[config.mk]
export PLATFORM = sky130hd
export DESIGN_NAME = serial_motor_command_pwm_top_flat
export DESIGN_NICKNAME = d
export VERILOG_FILES = /design/src/rtl/smcp_pkg.sv /design/src/rtl/smcp_if.sv /design/src/rtl/serial_motor_command_pwm_top.sv /design/src/rtl/smcp_decode.sv /design/src/flat_wrapper.sv
export SDC_FILE = /design/constraint.sdc
export NUM_CORES = 1
export LEC_CHECK = 0
export ABC_AREA = 0
export BUFFER_PORTS_ARGS = -buffer_cell sky130_fd_sc_hd__buf_2
export CAP_MARGIN = 20
export CORE_ASPECT_RATIO = 1.2
export CORE_MARGIN = 2
export CORE_UTILIZATION = 50
export DETAILED_ROUTE_END_ITERATION = 12
export MAX_ROUTING_LAYER = met4
export PLACE_DENSITY = 0.68
export SKIP_CTS_REPAIR_TIMING = 1
export SYNTH_ARGS = -nofsm -noshare
export SYNTH_HDL_FRONTEND = slang
export SYNTH_SLANG_ARGS = --single-unit
export TNS_END_PERCENT = 30
[constraint.sdc]
create_clock -name i_clk -period 3.7 [get_ports i_clk]
set_input_delay 0.74 -clock i_clk [delete_from_list [all_inputs] [get_ports i_clk]]
set_output_delay 0.74 -clock i_clk [all_outputs]
set_load 0.01 [all_outputs]
[src/rtl/smcp_pkg.sv]
// Package for the serial motor command decoder with PWM.
// Holds the response and direction codes, character codes and the byte class type.
// No dependencies.
package smcp_pkg;

    localparam int unsigned DUTY_W   = 7;
    localparam int unsigned VALUE_W  = 10;
    localparam logic [DUTY_W-1:0]  DUTY_MAX  = 7'd100;
    localparam logic [VALUE_W-1:0] VALUE_SAT = 10'd101;

    localparam logic [7:0] CH_ZERO  = 8'h30;
    localparam logic [7:0] CH_NINE  = 8'h39;
    localparam logic [7:0] CH_UP_L  = 8'h75;
    localparam logic [7:0] CH_UP_U  = 8'h55;
    localparam logic [7:0] CH_DN_L  = 8'h64;
    localparam logic [7:0] CH_DN_U  = 8'h44;
    localparam logic [7:0] CH_ST_L  = 8'h73;
    localparam logic [7:0] CH_ST_U  = 8'h53;
    localparam logic [7:0] CH_CR    = 8'h0D;
    localparam logic [7:0] CH_LF    = 8'h0A;

    typedef enum logic [2:0] {
        RSP_NONE     = 3'd0,
        RSP_UP       = 3'd1,
        RSP_DOWN     = 3'd2,
        RSP_STOP     = 3'd3,
        RSP_DUTY     = 3'd4,
        RSP_ERROR    = 3'd5,
        RSP_OVERFLOW = 3'd6
    } t_rsp;

    typedef enum logic [1:0] {
        DIR_STOP = 2'd0,
        DIR_UP   = 2'd1,
        DIR_DOWN = 2'd2
    } t_dir;

    typedef struct packed {
        logic       is_up;
        logic       is_down;
        logic       is_stop;
        logic       is_eol;
        logic       is_digit;
        logic [3:0] digit;
    } t_byte_class;

endpackage

[src/rtl/smcp_if.sv]
// Handshake interfaces for the command word input and the result word output.
// Depends on smcp_pkg for the result field types.
interface smcp_in_if;
    logic       valid;
    logic       ready;
    logic       mode;
    logic [7:0] rx_byte;

    modport source (output valid, output mode, output rx_byte, input ready);
    modport sink (input valid, input mode, input rx_byte, output ready);
endinterface

interface smcp_out_if;
    logic                           valid;
    logic                           ready;
    smcp_pkg::t_rsp                 response;
    logic [smcp_pkg::DUTY_W-1:0]    duty_percent;
    logic                           regulator_enable;
    logic                           drive_up;
    logic                           drive_down;
    logic                           pwm_level;

    modport source (output valid, output response, output duty_percent,
                    output regulator_enable, output drive_up, output drive_down,
                    output pwm_level, input ready);
    modport sink (input valid, input response, input duty_percent,
                  input regulator_enable, input drive_up, input drive_down,
                  input pwm_level, output ready);
endinterface

[src/rtl/serial_motor_command_pwm_top.sv]
// Each accepted word's result is registered in the output register.
// Throughput: one word per cycle, sustained while the result side takes each word; the
// single output register lets a new word in during the cycle its predecessor is taken.
// Reset (synchronous, active low) clears the line state, duty, phase, direction, PWM level and output valid.
// Top level of the serial motor command decoder with PWM; depends on smcp_pkg, smcp_if
// and smcp_decode.
module serial_motor_command_pwm_top #(
    parameter int unsigned LINE_BUFFER_SIZE = 8,
    parameter int unsigned PWM_PERIOD_TICKS = 100
) (
    input  logic       i_clk,
    input  logic       i_rst_n,
    smcp_in_if.sink    i_cmd,
    smcp_out_if.source o_rsp
);
    import smcp_pkg::*;

    localparam int unsigned CNT_W = $clog2(LINE_BUFFER_SIZE);
    localparam int unsigned PH_W  = $clog2(PWM_PERIOD_TICKS);
    localparam int unsigned CMP_W = (PH_W > DUTY_W) ? PH_W : DUTY_W;
    localparam logic [CNT_W-1:0] CNT_LAST  = CNT_W'(LINE_BUFFER_SIZE - 1);
    localparam logic [PH_W-1:0]  PHASE_TOP = PH_W'(PWM_PERIOD_TICKS - 1);

    t_byte_class w_class;

    logic [CNT_W-1:0]   r_count, n_count;
    logic               r_digits, n_digits;
    logic [DUTY_W-1:0]  r_value, n_value;
    logic [DUTY_W-1:0]  r_duty, n_duty;
    logic [PH_W-1:0]    r_phase, n_phase;
    t_dir               r_dir, n_dir;
    logic               r_pwm, n_pwm;
    t_rsp               n_rsp;

    logic               r_out_valid;
    t_rsp               r_rsp;
    logic [DUTY_W-1:0]  r_out_duty;
    logic               r_out_en, r_out_up, r_out_down, r_out_pwm;

    logic               w_accept;
    logic [VALUE_W-1:0] w_prod;

    smcp_decode u_decode (
        .i_byte  (i_cmd.rx_byte),
        .o_class (w_class)
    );

    assign i_cmd.ready = !r_out_valid || o_rsp.ready;
    assign w_accept    = i_cmd.valid && i_cmd.ready;
    assign w_prod      = {r_value, 3'b000} + {2'b00, r_value, 1'b0} + VALUE_W'(w_class.digit);

    always_comb begin
        n_count  = r_count;
        n_digits = r_digits;
        n_value  = r_value;
        n_duty   = r_duty;
        n_phase  = r_phase;
        n_dir    = r_dir;
        n_pwm    = r_pwm;
        n_rsp    = RSP_NONE;
        if (i_cmd.mode) begin
            n_phase = (r_phase == PHASE_TOP) ? '0 : r_phase + 1'b1;
            n_pwm   = CMP_W'(n_phase) < CMP_W'(r_duty);
        end else if (w_class.is_up || w_class.is_down || w_class.is_stop) begin
            n_count  = '0;
            n_digits = 1'b1;
            n_value  = '0;
            priority if (w_class.is_up) begin
                n_dir = DIR_UP;
                n_rsp = RSP_UP;
            end else if (w_class.is_down) begin
                n_dir = DIR_DOWN;
                n_rsp = RSP_DOWN;
            end else begin
                n_dir = DIR_STOP;
                n_rsp = RSP_STOP;
            end
        end else if (w_class.is_eol) begin
            if (r_count != '0) begin
                if (r_digits) begin
                    n_duty = (r_value > DUTY_MAX) ? DUTY_MAX : r_value;
                    n_rsp  = RSP_DUTY;
                end else begin
                    n_rsp = RSP_ERROR;
                end
                n_count  = '0;
                n_digits = 1'b1;
                n_value  = '0;
            end
        end else if (r_count < CNT_LAST) begin
            n_count = r_count + 1'b1;
            if (w_class.is_digit) begin
                n_value = (w_prod > VALUE_SAT) ? VALUE_SAT[DUTY_W-1:0] : w_prod[DUTY_W-1:0];
            end else begin
                n_digits = 1'b0;
            end
        end else begin
            n_count  = '0;
            n_digits = 1'b1;
            n_value  = '0;
            n_rsp    = RSP_OVERFLOW;
        end
    end

    always_ff @(posedge i_clk) begin
        if (!i_rst_n) begin
            r_count     <= '0;
            r_digits    <= 1'b1;
            r_value     <= '0;
            r_duty      <= '0;
            r_phase     <= '0;
            r_dir       <= DIR_STOP;
            r_pwm       <= 1'b0;
            r_out_valid <= 1'b0;
        end else begin
            if (w_accept) begin
                r_count  <= n_count;
                r_digits <= n_digits;
                r_value  <= n_value;
                r_duty   <= n_duty;
                r_phase  <= n_phase;
                r_dir    <= n_dir;
                r_pwm    <= n_pwm;
            end
            if (w_accept) begin
                r_out_valid <= 1'b1;
            end else if (o_rsp.ready) begin
                r_out_valid <= 1'b0;
            end
        end
    end

    always_ff @(posedge i_clk) begin
        if (w_accept) begin
            r_rsp      <= n_rsp;
            r_out_duty <= n_duty;
            r_out_en   <= (n_dir != DIR_STOP);
            r_out_up   <= (n_dir == DIR_UP);
            r_out_down <= (n_dir == DIR_DOWN);
            r_out_pwm  <= n_pwm;
        end
    end

    assign o_rsp.valid            = r_out_valid;
    assign o_rsp.response         = r_rsp;
    assign o_rsp.duty_percent     = r_out_duty;
    assign o_rsp.regulator_enable = r_out_en;
    assign o_rsp.drive_up         = r_out_up;
    assign o_rsp.drive_down       = r_out_down;
    assign o_rsp.pwm_level        = r_out_pwm;

    a_accept_gives_result: assert property (@(posedge i_clk) disable iff (!i_rst_n)
        w_accept |=> r_out_valid)
        else $error("Accepted word produced no result.");

    a_duty_range: assert property (@(posedge i_clk) disable iff (!i_rst_n)
        r_duty <= DUTY_MAX)
        else $error("Stored duty exceeds the maximum.");

    a_phase_range: assert property (@(posedge i_clk) disable iff (!i_rst_n)
        r_phase <= PHASE_TOP)
        else $error("PWM phase left its period.");

    a_pins_consistent: assert property (@(posedge i_clk) disable iff (!i_rst_n)
        r_out_valid |-> (!(r_out_up && r_out_down) && (r_out_en == (r_out_up || r_out_down))))
        else $error("Motor pin levels disagree.");

    a_tick_no_response: assert property (@(posedge i_clk) disable iff (!i_rst_n)
        (w_accept && i_cmd.mode) |=> (r_rsp == RSP_NONE))
        else $error("Tick word gave a response code.");

endmodule

[src/rtl/smcp_decode.sv]
// Character classifier: sorts a received byte into motor letters, line ends and digits.
// Depends on smcp_pkg.
module smcp_decode (
    input  logic [7:0]            i_byte,
    output smcp_pkg::t_byte_class o_class
);
    import smcp_pkg::*;

    logic [7:0] w_off;

    assign w_off = i_byte - CH_ZERO;

    always_comb begin
        o_class.is_up    = (i_byte == CH_UP_L) || (i_byte == CH_UP_U);
        o_class.is_down  = (i_byte == CH_DN_L) || (i_byte == CH_DN_U);
        o_class.is_stop  = (i_byte == CH_ST_L) || (i_byte == CH_ST_U);
        o_class.is_eol   = (i_byte == CH_CR) || (i_byte == CH_LF);
        o_class.is_digit = (i_byte >= CH_ZERO) && (i_byte <= CH_NINE);
        o_class.digit    = w_off[3:0];
    end
endmodule
[src/flat_wrapper.sv]
// flat-port wrapper written by rule: the top's interface ports become plain ports
module serial_motor_command_pwm_top_flat import smcp_pkg::*;
#(
    parameter int unsigned LINE_BUFFER_SIZE = 8,
    parameter int unsigned PWM_PERIOD_TICKS = 100
)
  (i_clk, i_rst_n, i_cmd_valid, i_cmd_mode, i_cmd_rx_byte, i_cmd_ready, o_rsp_valid, o_rsp_response, o_rsp_duty_percent, o_rsp_regulator_enable, o_rsp_drive_up, o_rsp_drive_down, o_rsp_pwm_level, o_rsp_ready);
  smcp_in_if i_cmd_i ();
  smcp_out_if o_rsp_i ();
  input  logic i_clk;
  input  logic i_rst_n;
  input wire logic [$bits(i_cmd_i.valid)-1:0] i_cmd_valid;
  input wire logic [$bits(i_cmd_i.mode)-1:0] i_cmd_mode;
  input wire logic [$bits(i_cmd_i.rx_byte)-1:0] i_cmd_rx_byte;
  output wire logic [$bits(i_cmd_i.ready)-1:0] i_cmd_ready;
  output wire logic [$bits(o_rsp_i.valid)-1:0] o_rsp_valid;
  output wire logic [$bits(o_rsp_i.response)-1:0] o_rsp_response;
  output wire logic [$bits(o_rsp_i.duty_percent)-1:0] o_rsp_duty_percent;
  output wire logic [$bits(o_rsp_i.regulator_enable)-1:0] o_rsp_regulator_enable;
  output wire logic [$bits(o_rsp_i.drive_up)-1:0] o_rsp_drive_up;
  output wire logic [$bits(o_rsp_i.drive_down)-1:0] o_rsp_drive_down;
  output wire logic [$bits(o_rsp_i.pwm_level)-1:0] o_rsp_pwm_level;
  input wire logic [$bits(o_rsp_i.ready)-1:0] o_rsp_ready;
  assign i_cmd_i.valid = i_cmd_valid;
  assign i_cmd_i.mode = i_cmd_mode;
  assign i_cmd_i.rx_byte = i_cmd_rx_byte;
  assign i_cmd_ready = i_cmd_i.ready;
  assign o_rsp_valid = o_rsp_i.valid;
  assign o_rsp_response = o_rsp_i.response;
  assign o_rsp_duty_percent = o_rsp_i.duty_percent;
  assign o_rsp_regulator_enable = o_rsp_i.regulator_enable;
  assign o_rsp_drive_up = o_rsp_i.drive_up;
  assign o_rsp_drive_down = o_rsp_i.drive_down;
  assign o_rsp_pwm_level = o_rsp_i.pwm_level;
  assign o_rsp_i.ready = o_rsp_ready;
  serial_motor_command_pwm_top #(.LINE_BUFFER_SIZE(LINE_BUFFER_SIZE), .PWM_PERIOD_TICKS(PWM_PERIOD_TICKS)) u_core (.i_clk(i_clk), .i_rst_n(i_rst_n), .i_cmd(i_cmd_i), .o_rsp(o_rsp_i));
endmodule
==> results.txt, run 1 <==
- Once placement completed, the tool counted placed cells totaling 401.
- In this run the power spent charging and discharging nets is 0.231 mW.
- Entering global routing, the biggest net connects 34 pins.
- Critical path launch point type: primary input
- After synthesis the netlist holds a flip-flop and latch count of 43.
- The initialized floorplan defines 29 standard-cell rows.
- DRT Pass-1 Iters: 5
- # DRC: 0
- The H-tree was split into 2 levels.
* Sequential cell area in the final layout: 1000 µm²
* Final #Nets: 383
- Top cells by area in the synthesized netlist: dfxtp_1 (21%), edfxtp_1 (15%), ha_1 (9.8%)
* Number of instances in the synthesized netlist: 319
- dfxtp_1 takes more of the synthesized area than any other cell.
* Dpl hpwl: 4440 µm
* Number of I/O port buffers: 28
- Total of fill cells in the finished design: 496
- Final min period: 3.10 ns
* Proportion of power drawn by combinational gates: 10.1%
- Critical path start-end classification: in -> reg
* Vias per Instance: 5.74
- Clock tree from TritonCTS: yes
- A synthesized cell averages 8.84 µm².
* Top-Level Pins: 29
- Initial Utilization: 52.5%
- STA classifies the critical path endpoint as a flip-flop.
- CTS root buffer: clkbuf_8
- The clock reaches the later pin of the worst-skew pair after 0.30 ns.
* P_int: 0.738 mW
- Final setup violation count: 0
- Share of flip-flops with an asynchronous set or reset after synthesis: 0%
- CTS clk-pin slew, worst paths: 0.08 ns
- VDD IR max: 0.000151 V
* Number of different library cells in the post-synthesis netlist: 55
- Period utilisation layout: 83.7%
- Power comes to 0.969 mW.
* Maximum operating frequency: 323 MHz
* Maximum fanout along the worst path: 4
- Residual antenna-violating net count after detailed routing: 0
* Power density over cell area: 312 nW/µm²
- Clock tree synthesis inserted a total of 5 buffers.
- Across every metal layer, demand over resource in global routing totals 20.3%.
- For the pin with the worst max-slew slack, the measured transition is 0.718 ns.
- Vias: 2349
- Main flop type after synthesis: dfxtp_1
* First-pass GRT wire length: 9850 µm
- # Max-Cap Violations: 0
- Diode insertion count for antenna repair: 0
- The clock net in this run drives a total of 43 sinks.
* Headroom to the max-slew limit: 51.7%
* Unrepaired setup endpoints after global routing: false
- Fraction of power consumed by sequential logic: 52.4%
- Sequential elements use 35.5% of the synthesized area.
- Number of cells in the finished layout apart from fillers: 409
- The mapped netlist covers 2820 µm².
- Growth of design area from synthesis to finish: 10.1%
- Number of global-route vias before repair: 2246
- Outcome: finished clean
- At the worst endpoint, the required time is 3.89 ns.
* Floorplan die area: 6260 µm²
- Gp weighted congestion: 0.829
- Once layout is complete, the utilization of the core stands at 57.9%.
- Final-layout setup total negative slack: 0 ns
- The synthesized design devotes to its leading area cell type 20.6% of total area.
* Count leader, synth: dfxtp_1
- The initial antenna violation count is 0.
* Cell leakage power: 1.22 nW
- The total overflow left after global routing is 0.
- Area of combinational cells with multiple inputs: 1670 µm²
- Synthesis produced a netlist with a net count of 356.
- Yosys mapped a number of flops with a built-in enable equal to 14.
- For this block, the routed nets add up to 5780 µm of wire.
- Number of hold violations in the final report: 0
- The die is 72.6 µm wide.
- Avg WL per Cell: 14.1 µm
* Number of slew-limit violations in the final report: 0
- Share of post-route cells with drive strength above 1: 14.4%
- Total number of yosys warnings: 0
- Switching Share: 23.8%
- Tightest Hold Check Type: reg -> reg
* Number of buffers on the longest clock path: 2
- After floorplanning, the core was sized to cover 5370 µm².
* Post-route clock skew: 0.00692 ns
- The share of total power dissipated in the clock network is 37.6%.
- After the first detailed-routing iteration, the DRC count stood at 116.
- Commonest cells in the netlist: dfxtp_1 (29), nand2_1 (27), nor2_1 (25)
- Data arrives at the worst endpoint at 3.28 ns.
- Measured along the y axis, the die boundary spans 86.3 µm.
## cell type report
type	count	share of cell area [%]
multi-input cells	243	53.9
flip-flops and latches	43	32.2
repair buffers	30	4.99
inverters	23	2.78
well taps	62	2.50
clock buffers	5	2.22
clock inverters	3	1.41
## flip-flops by register name (all words and copies together) (netlist names)
register / flops
u_core.o_rsp.duty_percent: 7
u_core.o_rsp.valid: 1
u_core.o_rsp.drive_down: 1
u_core.r_count: 3
u_core.o_rsp.drive_up: 1
u_core.r_dir: 2
u_core.r_digits: 1
u_core.o_rsp.regulator_enable: 1
u_core.r_pwm: 1
u_core.o_rsp.pwm_level: 1
u_core.r_duty: 7
u_core.r_phase: 7
u_core.r_value: 7
u_core.o_rsp.response: 3
## layout by cell type (no fill, tap or decap), types with 4 or more instances in the layout
| master | netlist | routed |
|---|---|---|
| clkbuf_8 | 0 | 5 |
| a21oi_1 | 16 | 16 |
| nand3_1 | 18 | 18 |
| nor2b_1 | 14 | 14 |
| xnor2_1 | 4 | 4 |
| dfxtp_1 | 29 | 29 |
| nor2_1 | 25 | 25 |
| a21boi_0 | 9 | 9 |
| buf_2 | 0 | 28 |
| ha_1 | 22 | 22 |
| o21ai_0 | 23 | 23 |
| and2_1 | 5 | 5 |
| mux2_2 | 5 | 5 |
| edfxtp_1 | 14 | 14 |
| o2bb2ai_1 | 4 | 4 |
| nor3_1 | 7 | 7 |
| inv_1 | 22 | 22 |
| nand2_1 | 27 | 27 |
| nand2b_1 | 4 | 4 |
## metal layers
metal  share of wire (%)  GRT usage, %  up-vias  wire [µm]
met5                   0             -        -          0
met4                 1.8          5.72        0        103
met3                 3.0          3.60       10        176
met2                  50          34.5       41       2870
met1                  45          24.5     1088       2630
li1                    -             -     1210          -
## critical path, stage by stage
cell       delay [ns]
buf_2            0.11
inv_1            0.11
fa_1             0.61
inv_1            0.06
ha_1             0.29
a211oi_1         0.40
o211ai_1         0.15
and3_1           0.18
o2111ai_1        0.25
nor2_1           0.12
a32o_1           0.27
## power by group through the flow
stage               sequential (mW)  clock, mW  combinational (mW)
floorplan                     0.523          0              0.0604
global placement              0.518          0              0.0956
detailed placement            0.518          0              0.0979
CTS                           0.507      0.373              0.0981
global route                  0.509      0.390               0.111
finish                        0.507      0.364              0.0978
## logic make-up after synthesis
group / count (synthesis) / share of synthesized area, %
simple gates: 119 / 21.6
compound gates: 87 / 22.0
flops: 43 / 35.5
buf+inv: 33 / 5.19
fa+ha+maj: 24 / 11.2
xor+xnor: 7 / 2.17
mux: 6 / 2.35
## stage by stage
stage	setup WS (ns)	instance area (µm²)	hold slack [ns]
after floorplan	0.530	2820	0.436
after global placement	0.349	2990	0.447
after detailed placement	0.303	2990	0.455
after CTS	0.613	3110	0.469
after global routing	0.344	3110	0.504
final	0.602	3110	0.467
## worst paths after layout
kind,from,end,slack [ns],cells after the start
setup / recovery,i_cmd_rx_byte[3],u_core.r_value[4],0.60,11
hold / removal,u_core.r_duty[2],u_core.r_duty[2],0.47,2
setup reg to reg,u_core.r_value[0],u_core.r_value[4],0.79,10
hold reg to reg,u_core.r_duty[2],u_core.r_duty[2],0.47,2
Power figures use the tool's default switching activity.
==> run 2: changes to the inputs <==
Settings changed: PLACE_DENSITY 0.68 to 0.71.
Clock period 3.7 ns to 2.62 ns, I/O delays scaled along.
==> run 2 against run 1 <==
  * The run now ends with negative setup slack left
  * Register-to-register slack got worse by 0.80 ns
  * Sequential share of layout area decreased by 2.4 points
  * Clock power rose by 44%
  * Total power grew 44%
  * Final area up 8.3%
  * Critical path depth unchanged
  * Worst hold slack about the same
  * Global-route usage up 0.72 points
==> results.txt, run 2 (synthesized netlist as in run 1, its figures left out) <==
- Outcome: finished with violations
- Failing checks: negative setup slack
- The worst setup path is captured at a flip-flop.
- VDD IR max: 0.000184 V
- Clock insertion delay at the later pin of the skew report: 0.30 ns
- Initial antenna violation count: 0
- Residual antenna-violating net count after detailed routing: 0
- The critical path is of the in -> reg type.
- In this run, CTS created clock tree buffers numbering 5.
- The clock network is responsible for 37.5% of the overall power.
- Detailed routing inserted a total of 2502 vias.
* Avg WL per Cell: 14.6 µm
* Worst reg-to-reg path cell count: 10
- Maximum operating frequency: 380 MHz
- Maximum fanout along the worst path: 5
- Gp weighted congestion: 0.832
- The clock passes through at most 2 buffers.
* CTS clk-pin slew, worst paths: 0.08 ns
* Leftover overflow at the end of global routing: 0
* Clock tree from TritonCTS: yes
- Power density over cell area: 416 nW/µm²
- For this design the static power due to leakage is 1.34 nW.
* Post-route clock skew: 0.00979 ns
* Number of slew-limit violations in the final report: 0
* Unrepaired setup endpoints after global routing: true
* Initial Utilization: 52.5%
- The completed layout was analyzed and its total power is 1.40 mW.
- 0 antenna diodes ended up in the layout.
* Headroom to the max-slew limit: 54.8%
- Horizontal die dimension: 72.6 µm
- In the final design database the tool counted 403 nets.
- In this run, flip-flops and latches consume 51.3% of the power.
* Period utilisation layout: 101%
- For this block, the initial DRC count from the detailed router was 197.
- 29 I/O pins were placed.
- Critical Path RT: 2.81 ns
- Final min period: 2.63 ns
- The clock drives 43 sinks.
* P_int: 1.05 mW
- For this run, design rule violations remaining after detail routing come to 0.
* CTS root buffer: clkbuf_8
- Leading cell types in the layout, fill and taps excluded: nand2_1 (27), buf_2 (27), dfxtp_1 (26)
* Share of post-route cells with drive strength above 1: 24.0%
- Critical path launch point type: primary input
* Final setup violation count: 3
* Post-detailed-routing wire length: 6270 µm
* Placeable core region: 5370 µm²
- The count of buffers added on input and output ports is 28.
- Switching Share: 24.6%
- Tightest Hold Check Type: reg -> reg
- For this design the total switching power over the nets is 0.343 mW.
- Adding up every negative setup slack in the final design gives -0.0205 ns.
- The worst hold path was traced through 2 stages.
- Least-Margin Pin Slew: 0.676 ns
- Across the run, the number of max-cap violations was 0.
- Clock H-tree levels: 2
- Growth of design area from synthesis to finish: 19.2%
* Critical Path AT: 2.83 ns
* First-pass GRT wire length: 10200 µm
- Num rows: 29
- All-Layer GR Usage: 21.0%
- The first detailed-routing pass ran for 4 iterations.
- The die is 86.3 µm tall.
* Dpl hpwl: 4630 µm
- The floorplan step defined a die boundary enclosing 6260 µm².
* Vias per Instance: 5.83
* Proportion of power drawn by combinational gates: 11.1%
- Pin count of the biggest net entering global routing: 34
- The number of global-route vias before repair came to 2285.
- The number of hold violations in the final report came to 0.
* Post-layout worst setup margin: -0.0142 ns
## run 2: cell types whose count changed in the layout (fill, tap and decap cells not counted), sizes merged
cell      change
buf          +20
clkinvlp      +1
inv           -1
## run 2: cell type report
type	instances	area, µm²
clock inverters	3	43.8
well taps	62	77.6
clock buffers	5	68.8
inverters	23	90.1
fillers	461	2010
repair buffers	50	319
multi-input cells	243	1760
flip-flops and latches	43	1000
## run 2: path summary, 6_finish.rpt
kind	from	to	slack (ns)
max	i_cmd_rx_byte[3]	u_core.r_value[4]	-0.01
max reg2reg	u_core.r_value[0]	u_core.r_value[4]	-0.01
min reg2reg	u_core.r_pwm	u_core.r_pwm	0.47
min	u_core.r_pwm	u_core.r_pwm	0.47
## run 2: worst max-delay path, cell delays in order
cell and delay, ns:
buf_8 0.08, clkinvlp_4 0.08, fa_2 0.62, inv_2 0.06
ha_4 0.27, a211oi_4 0.06, o21a_1 0.19, o311a_1 0.33
o2111ai_4 0.33, nor2_4 0.06, a32o_1 0.23
## run 2: power groups by stage
stage          clock, mW  combinational (mW)  sequential (mW)
2_1_floorplan          0              0.0858            0.739
3_5_place_dp           0               0.147            0.732
5_1_grt            0.553               0.173            0.719
3_3_place_gp           0               0.144            0.732
4_1_cts            0.527               0.148            0.717
6_report           0.525               0.156            0.717
## run 2: stage by stage
step / hold slack (ns) / worst slack (ns) / cells / area [µm²] / util [%]
after floorplan: 0.436 / -0.0869 / 319 / 2850 / -
after global placement: 0.445 / -0.270 / 420 / 3160 / 58.9
after detailed placement: 0.455 / -0.295 / 420 / 3160 / 58.9
after CTS: 0.468 / -0.0860 / 428 / 3280 / 61.0
after global routing: 0.493 / -0.0954 / 429 / 3360 / 62.7
final: 0.467 / -0.0142 / 429 / 3360 / 62.7
## run 2: layer usage
metal / global-route usage, % / part of all wire, % / up-vias / wire length, µm
li1: - / - / 1249 / -
met1: 25.2 / 43 / 1201 / 2710
met2: 36.0 / 53 / 44 / 3290
met3: 3.60 / 2.8 / 8 / 177
met4: 6.06 / 1.4 / 0 / 90
met5: - / 0 / - / 0
==> run 3: changes to the inputs <==
Settings changed: PLACE_DENSITY 0.71 to 0.68.
Clock period 2.62 ns to 3.1 ns, I/O delays scaled along.
==> run 3 against run 2 <==
  * The flow now finishes without violations
  * Largest power group unchanged
  * Critical path depth down 1
  * Combinational power fell by 23%
  * Register-to-register slack improved by 0.25 ns
  * Critical path type is now reg -> reg
  * Worst setup slack improved by 0.25 ns
  * Clock power shrank 17%
  * Sequential cell count stayed put
==> results.txt, run 3 (synthesized netlist as in run 1, its figures left out) <==
- Summed over all nets, wire length on met3 after detailed routing comes to 138 µm.
- Drt first-iter violations: 123
- The total overflow left after global routing is 0.
- Residual antenna-violating net count after detailed routing: 0
- Horizontal die dimension: 72.6 µm
* All-Layer GR Usage: 20.5%
- # DRC: 0
- The initial utilization of the core area, before any placement, comes to 52.5%.
- The total area inside the core boundary comes to 5370 µm².
- WL met2: 2960 µm
* Avg WL per Cell: 14.0 µm
* Clk sinks: 43
- The finished cells cover 3150 µm².
- Number of I/O port buffers: 28
* Total of fill cells in the finished design: 490
- STA puts the critical path data required time at 3.29 ns.
- CTS built an H-tree with a depth of 2.
- The initial antenna violation count came to 0.
* Share of post-route cells with drive strength above 1: 16.2%
* Pin count of the biggest net entering global routing: 34
- Across the VDD grid, the largest voltage drop is 0.000169 V.
- The repair_antennas step left the layout with diodes totalling 0.
- In this run the power density over the cells is 369 nW/µm².
* CTS clk-pin slew, worst paths: 0.09 ns
* Vias per Instance: 5.72
- Dpl hpwl: 4450 µm
* Top-Level Pins: 29
- Setup repair after global routing left no endpoint under its margin.
* Number of buffers on the longest clock path: 2
* DRT Pass-1 Iters: 4
- The detailed router used layers up to and including met4.
- Total power for the finished layout comes to 1.16 mW.
* Critical path launch point type: flip-flop
* Growth of design area from synthesis to finish: 11.7%
- Post-layout worst setup margin: 0.231 ns
- In the final routing, the length of wire on met1 measures 2590 µm.
- The tightest min-delay check is of the reg -> reg type.
* Utilization after layout: 58.7%
- Period utilisation layout: 92.5%
- Vias: 2369
- Area of combinational cells with multiple inputs: 1680 µm²
- Number of hold violations in the final report: 0
* Maximum fanout along the worst path: 4
- For the final routed database, the setup TNS stands at 0 ns.
- Data on the critical path arrives at its endpoint at 3.06 ns.
* Outcome: finished clean
- The routed design could run at a clock period as short as 2.87 ns.
- Die H: 86.3 µm
* Placement Cell Area: 3030 µm²
- The clock arrives with 0.00972 ns of skew.
- The congestion estimate from routability-driven global placement came to 0.827.
- The max-slew violation count is 0.
- Clock tree synthesis inserted a total of 5 buffers.
* Maximum operating frequency: 349 MHz
* Dpl ws: -0.0967 ns
- Sequential cell area in the final layout: 1000 µm²
- The worst setup path is captured at a flip-flop.
* Floorplan die area: 6260 µm²
- First-pass GRT wire length: 9980 µm
- After the flow finishes, the layout carries non-filler instances totaling 414.
- Num rows: 29
* Clock tree from TritonCTS: yes
- For the pin with the worst max-slew slack, the measured transition is 0.717 ns.
- Max-cap violations in this run came to 0.
- Wires add up to 5810 µm.
- Number of global-route vias before repair: 2215
* Critical path start-end classification: reg -> reg
- Once placement completed, the tool counted placed cells totaling 406.
* Headroom to the max-slew limit: 52.1%
- Setup violations remaining at the end of the flow were counted as 0.
* Final #Nets: 388
- Cell leakage power: 1.25 nW
- Clock insertion delay at the later pin of the skew report: 0.30 ns
- In the layout the commonest cells are buf_2 (28), dfxtp_1 (28), nand2_1 (27).
- Hold timing on the final database bottoms out at a slack of 0.461 ns.
- In this run the clock root is driven by a clkbuf_8.
run 3: cell count changes in the layout (fill, tap and decap cells not counted), sizes merged:
cell and delta:
clkinvlp -1, inv +1, buf -15
run 3: layout make-up:
| class | instances | share of cell area (%) |
|---|---|---|
| multi-input combinational | 243 | 53.3 |
| sequential | 43 | 31.8 |
| timing repair buffer | 35 | 6.12 |
| inverter | 23 | 2.74 |
| tap | 62 | 2.46 |
| clock buffer | 5 | 2.18 |
| clock inverter | 3 | 1.39 |
run 3: worst paths after layout:
check	slack (ns)	end	startpoint	depth (start not counted)
worst max-delay path	0.23	u_core.r_value[0]	u_core.r_value[2]	10
worst min-delay path	0.46	u_core.r_duty[2]	u_core.r_duty[2]	2
worst max register to register	0.23	u_core.r_value[0]	u_core.r_value[2]	10
worst min register to register	0.46	u_core.r_duty[2]	u_core.r_duty[2]	2
run 3: metal layers:
metal / up-vias / track usage [%]
met4: 0 / 7.41
met2: 37 / 34.0
met3: 10 / 3.37
li1: 1215 / -
met5: - / -
met1: 1107 / 24.9
run 3: critical path: stages (launching register included):
cell       delay [ns]
dfxtp_1          0.40
inv_1            0.11
fa_1             0.50
fa_1             0.47
nand2b_1         0.20
a21o_1           0.19
a311oi_1         0.27
o2111ai_1        0.20
buf_4            0.19
nor3_1           0.17
o2bb2ai_1        0.07
run 3: where the power goes:
group / switching, mW / total, mW / internal [mW]
clock: 0.198 / 0.438 / 0.240
combinational: 0.0744 / 0.120 / 0.0456
sequential: 0.00727 / 0.605 / 0.598
